[config.mk]
export PLATFORM = sky130hd
export DESIGN_NAME = udm_step
export DESIGN_NICKNAME = d
export VERILOG_FILES = /design/src/rtl/core/udm_pkg.sv /design/src/rtl/core/udm_step.sv
export SDC_FILE = /design/constraint.sdc
export NUM_CORES = 1
export LEC_CHECK = 0
export ABC_AREA = 1
export BUFFER_PORTS_ARGS = -buffer_cell sky130_fd_sc_hd__buf_2
export CELL_PAD_IN_SITES_DETAIL_PLACEMENT = 1
export CELL_PAD_IN_SITES_GLOBAL_PLACEMENT = 1
export CORE_UTILIZATION = 41
export DETAILED_ROUTE_END_ITERATION = 6
export MAX_ROUTING_LAYER = met4
export PLACE_DENSITY = 0.92
export SYNTH_ARGS = -nofsm -noshare
export SYNTH_HDL_FRONTEND = slang
export SYNTH_SLANG_ARGS = --single-unit
[constraint.sdc]
create_clock -name aclk -period 10.62 [get_ports aclk]
set_input_delay 1.593 -clock aclk [delete_from_list [all_inputs] [get_ports aclk]]
set_output_delay 1.593 -clock aclk [all_outputs]
set_load 0.02 [all_outputs]
[src/rtl/core/udm_pkg.sv]
package udm_pkg;

    // dividends for the two leading divisions, 33 bits msb first
    localparam logic [32:0] DIV_TWO32   = 33'h1_0000_0000;
    localparam logic [32:0] DIV_TWO31M1 = 33'h0_7FFF_FFFF;

    localparam logic [31:0] TWO31       = 32'h8000_0000;
    localparam logic [31:0] TWO31M1     = 32'h7FFF_FFFF;
    localparam logic [31:0] ALL_ONES    = 32'hFFFF_FFFF;
    localparam logic [6:0]  P_START     = 7'd31;
    localparam logic [6:0]  P_LIMIT     = 7'd64;
    localparam logic [6:0]  P_BASE      = 7'd32;
    localparam int unsigned DIV_STEPS   = 33;
    localparam int unsigned ITER_STEPS  = 33;

    // one request inside the long division stages
    typedef struct packed {
        logic        vld;
        logic [31:0] d;
        logic [31:0] ra;   // running remainder of 2^32 by d
        logic [31:0] rb;   // running remainder of 2^31-1 by d
        logic [31:0] qb;   // running quotient of 2^31-1 by d
    } udm_div_t;

    // one request inside the doubling stages
    typedef struct packed {
        logic        vld;
        logic        ok;
        logic        done;
        logic        add;
        logic [6:0]  p;
        logic [31:0] d;
        logic [31:0] nc;
        logic [31:0] q1;
        logic [31:0] r1;
        logic [31:0] q2;
        logic [31:0] r2;
    } udm_iter_t;

endpackage

[src/rtl/core/udm_step.sv]
module udm_step (
    input  logic              aclk,
    input  logic              aresetn,
    input  logic              en,
    input  udm_pkg::udm_iter_t in_st,
    output udm_pkg::udm_iter_t out_reg
);
    import udm_pkg::*;

    udm_iter_t   out_next;
    logic [32:0] r1_dbl;
    logic [32:0] r2_dbl;
    logic [31:0] q1_n;
    logic [31:0] r1_n;
    logic [31:0] q2_n;
    logic [31:0] r2_n;
    logic [31:0] delta;
    logic [6:0]  p_n;
    logic        add_n;

    always_comb begin
        r1_dbl = {in_st.r1, 1'b0};
        r2_dbl = {in_st.r2, 1'b1};
        add_n  = in_st.add;
        if ({1'b0, in_st.r1} >= ({1'b0, in_st.nc} - {1'b0, in_st.r1})) begin
            q1_n = {in_st.q1[30:0], 1'b1};
            r1_n = 32'(r1_dbl - {1'b0, in_st.nc});
        end else begin
            q1_n = {in_st.q1[30:0], 1'b0};
            r1_n = r1_dbl[31:0];
        end
        if (({1'b0, in_st.r2} + 33'd1) >= ({1'b0, in_st.d} - {1'b0, in_st.r2})) begin
            if (in_st.q2 >= TWO31M1) begin
                add_n = 1'b1;
            end
            q2_n = {in_st.q2[30:0], 1'b1};
            r2_n = 32'(r2_dbl - {1'b0, in_st.d});
        end else begin
            if (in_st.q2 >= TWO31) begin
                add_n = 1'b1;
            end
            q2_n = {in_st.q2[30:0], 1'b0};
            r2_n = r2_dbl[31:0];
        end
        delta = in_st.d - 32'd1 - r2_n;
        p_n   = in_st.p + 7'd1;

        out_next = in_st;
        if (!in_st.done) begin
            out_next.q1   = q1_n;
            out_next.r1   = r1_n;
            out_next.q2   = q2_n;
            out_next.r2   = r2_n;
            out_next.p    = p_n;
            out_next.add  = add_n;
            out_next.done = !((p_n < P_LIMIT) &&
                              ((q1_n < delta) || ((q1_n == delta) && (r1_n == 32'd0))));
        end
    end

    always_ff @(posedge aclk) begin
        if (!aresetn) begin
            out_reg.vld <= 1'b0;
        end else if (en) begin
            out_reg <= out_next;
        end
    end

endmodule

==> run_results.csv <==
group,metric,value,unit
drt,drt-total-wl,79.8,mm
final_layout,multiInputGateArea,12200,sq um
power,powerDensity,150,nW/um^2
final_layout,drive_above_1_share,0.166,
floorplanning,io_pins,409,
timing,finalCritPeriodShare,0.931,
clocking,clock_path_buffers,3,
timing,skew,0,ns
drt,vias,20500,
drt,via_per_inst,5.63,
clocking,worstSkewPairLatency,0.57,ns
worst_setup_path,endpoint,"out_reg[200]",
floorplanning,die_area,48900,sq um
power,internal-power,2.05,mW
clocking,cts-root-buf,"clkbuf_16",
power,power_frac_seq,0.280,
power,sw_frac_of_total,0.416,
run,max_cap_violations,0,
floorplanning,fp-row-count,79,
worst_setup_path,path_delay_family,"compound AO/OA/AOI/OAI gates",
worst_setup_path,critPathCaptureType,"flop",
final_layout,final_cell_mix,"665 x nand2_1, 407 x buf_2, 339 x inv_1",
timing,maxClockFrequency,101,MHz
grt,antenna_found_initial,3,
timing,rsz0062_at_grt,"no",
grt,grt_max_degree,131,
hold_path,hold_path.class,"flop to flop",
final_layout,syn_to_final_growth,18.6,%
worst_setup_path,r2r-end,"out_reg[202]",
place,io_buffers,408,
place,gp_congestion,0.980,
clocking,clk_pin_slew,0.07,ns
floorplanning,start_util,0.420,
timing,setup_viol,0,
worst_setup_path,required,10.94,ns
yosys,synth.avg_cell_area,7.57,sq um
floorplanning,dieWidth,221,um
power,netSwitchingPower,1.46,mW
power,ir_drop,0.000122,V
timing,slew_headroom,0.316,
worst_setup_path,cp_slowest_cell,"fa_1",
clocking,post-cts-setup-buffer-count,0,
worst_setup_path,r2r_setup_slack,9.91,ns
final_layout,layout_commonest_cell,"nand2_1",
yosys,synthTopCellsByArea,"edfxtp_1 31%, ha_1 16%, nand2_1 13%",
grt,grt_pass1_wl,123,mm
drt,drc,0,
status,outcome,"complete, no violations",
yosys,yosysTopAreaCellShare,0.308,
power,p_leak,11.4,nW
timing,drv_slew,0,
timing,tightest_slew,1.03,ns
worst_setup_path,cp_num_cells,55,
final_layout,final_cells,3637,
drt,drtIter0Drc,1419,
clocking,h-tree-depth,1,
place,placed_cells,3586,
worst_setup_path,cpMostUsedCell,"nand2_1",
grt,grt_usage,0.329,
yosys,synth_fp_nets,3067,
power,p_comb_frac,0.452,
drt,routedWlPerCell,21.9,um
worst_setup_path,ff2ff_path_depth,2,
yosys,ys_types,51,
worst_setup_path,critPathBufInv,6,
final_layout,ff_latch_area,6090,sq um
yosys,synth_seq_cells,203,
worst_setup_path,critical_path_class,"primary input to flop",
floorplanning,coreArea,47000,sq um
clocking,numCtsBuffers,26,
yosys,yosysWarningCount,0,
final_layout,fillers,5990,
clocking,postCtsHoldBufs,0,
final_layout,largest_reg_flops,203,
yosys,yosysSeqAreaShare,0.309,
clocking,cts_resized,0,
worst_setup_path,critPathLaunchType,"primary input",
clocking,cts_tree,"built",
yosys,syn-cell-area,19700,sq um
timing,fin_crit,9.88,ns
worst_setup_path,slowest_delay,0.47,ns
drt,firstDrtPassIters,7,
floorplanning,die_y,221,um
drt,ant_nets,0,
worst_setup_path,worstSetupStartpoint,"in_st[160]",
final_layout,nNetsFinal,3470,
clocking,cts.sinks,203,
place,dp_hpwl,65.5,mm
grt,grt_pass1_vias,21700,
worst_setup_path,cp_max_fo,49,
timing,hold_violations,0,
yosys,syn_inst,2604,
power,clkPwrFrac,0.268,
worst_setup_path,rr_startpoint,"out_reg[202]",
yosys,synth_largest_area_cell,"edfxtp_1",
timing,timing.hold.ws,0.625,ns
worst_setup_path,crit_arrival,10.20,ns
grt,grt_overflow_total,0,
==> cells by family after synthesis <==
group | share of synthesized area
AO/OA/AOI/OAI | 0.162
adder cells (fa/ha/maj) | 0.165
flip-flops | 0.309
XOR/XNOR | 0.0698
buffers and inverters | 0.0738
AND/OR/NAND/NOR | 0.221
==> layout make-up <==
cell class | count | share of cell area
Multi-Input combinational cell | 2015 | 0.522
Sequential cell | 203 | 0.260
Timing Repair Buffer | 417 | 0.0909
Inverter | 344 | 0.0557
Tap cell | 607 | 0.0325
Clock buffer | 28 | 0.0282
Clock inverter | 19 | 0.00948
Antenna cell | 4 | 0.000428
==> synth_stat cells, drive strengths merged <==
library cell,count
nor4,17
o211ai,7
ha,252
a221oi,7
a21o,22
nor3,26
a211oi,8
dfxtp,1
o22ai,1
o21ai,209
nand3,83
nand4,44
edfxtp,202
a22o,1
a31oi,30
nor2,181
inv,343
o21bai,11
fa,5
o31ai,8
buf,9
a22oi,1
xor2,83
clkbuf,33
and3,1
xnor2,74
nand3b,4
o221ai,7
o2111ai,2
a21oi,213
or2,5
nand2,671
clkinv,1
nor3b,2
nand2b,1
o221a,2
a21boi,18
o21a,19
==> stage by stage <==
step / power, mW / setup WS (ns) / setup TNS, ns / utilization / instance area [sq um]
CTS: 3.49 / 0.0941 / 0 / 0.497 / 23300
global route: 3.70 / 0.0718 / 0 / 0.498 / 23400
detailed placement: 2.54 / -0.487 / -0.487 / 0.478 / 22400
floorplan: 2.02 / 1.36 / 0 / - / 19700
finish: 3.51 / 0.736 / 0 / 0.498 / 23400
global placement: 2.47 / 0.0241 / 0 / 0.478 / 22400
==> worst reg2reg max path, cell delays in order (launching register included) <==
cell and delay, ns:
dfxtp_1 0.31, o21ai_0 0.20, a21oi_1 0.08
==> per-layer routing <==
metal | vias to the layer above | track usage | wire length (um)
met5 | - | - | 0
met3 | 172 | 0.0345 | 4040
met1 | 9973 | 0.401 | 34200
met2 | 675 | 0.557 | 38400
li1 | 9660 | - | -
met4 | 0 | 0.130 | 3270
==> how the worst min path moves through the flow <==
stage                             from  slack (ns)           end  cells after the start
after floorplan           out_reg[202]        0.61  out_reg[202]                      2
after global placement    out_reg[202]        0.52  out_reg[202]                      2
after detailed placement  out_reg[202]        0.62  out_reg[202]                      2
after CTS                 out_reg[202]        0.63  out_reg[202]                      2
after global routing      out_reg[202]        0.64  out_reg[202]                      2
final                     out_reg[202]        0.62  out_reg[202]                      2
==> power by group through the flow <==
stage	sequential (mW)	clock, mW	combinational [mW]
2_1_floorplan	1.08	0	0.943
3_3_place_gp	0.994	0	1.47
3_5_place_dp	0.998	0	1.54
4_1_cts	0.982	0.948	1.56
5_1_grt	0.986	0.979	1.74
6_report	0.982	0.940	1.59
Note: power is estimated with default switching activity, not from simulation.
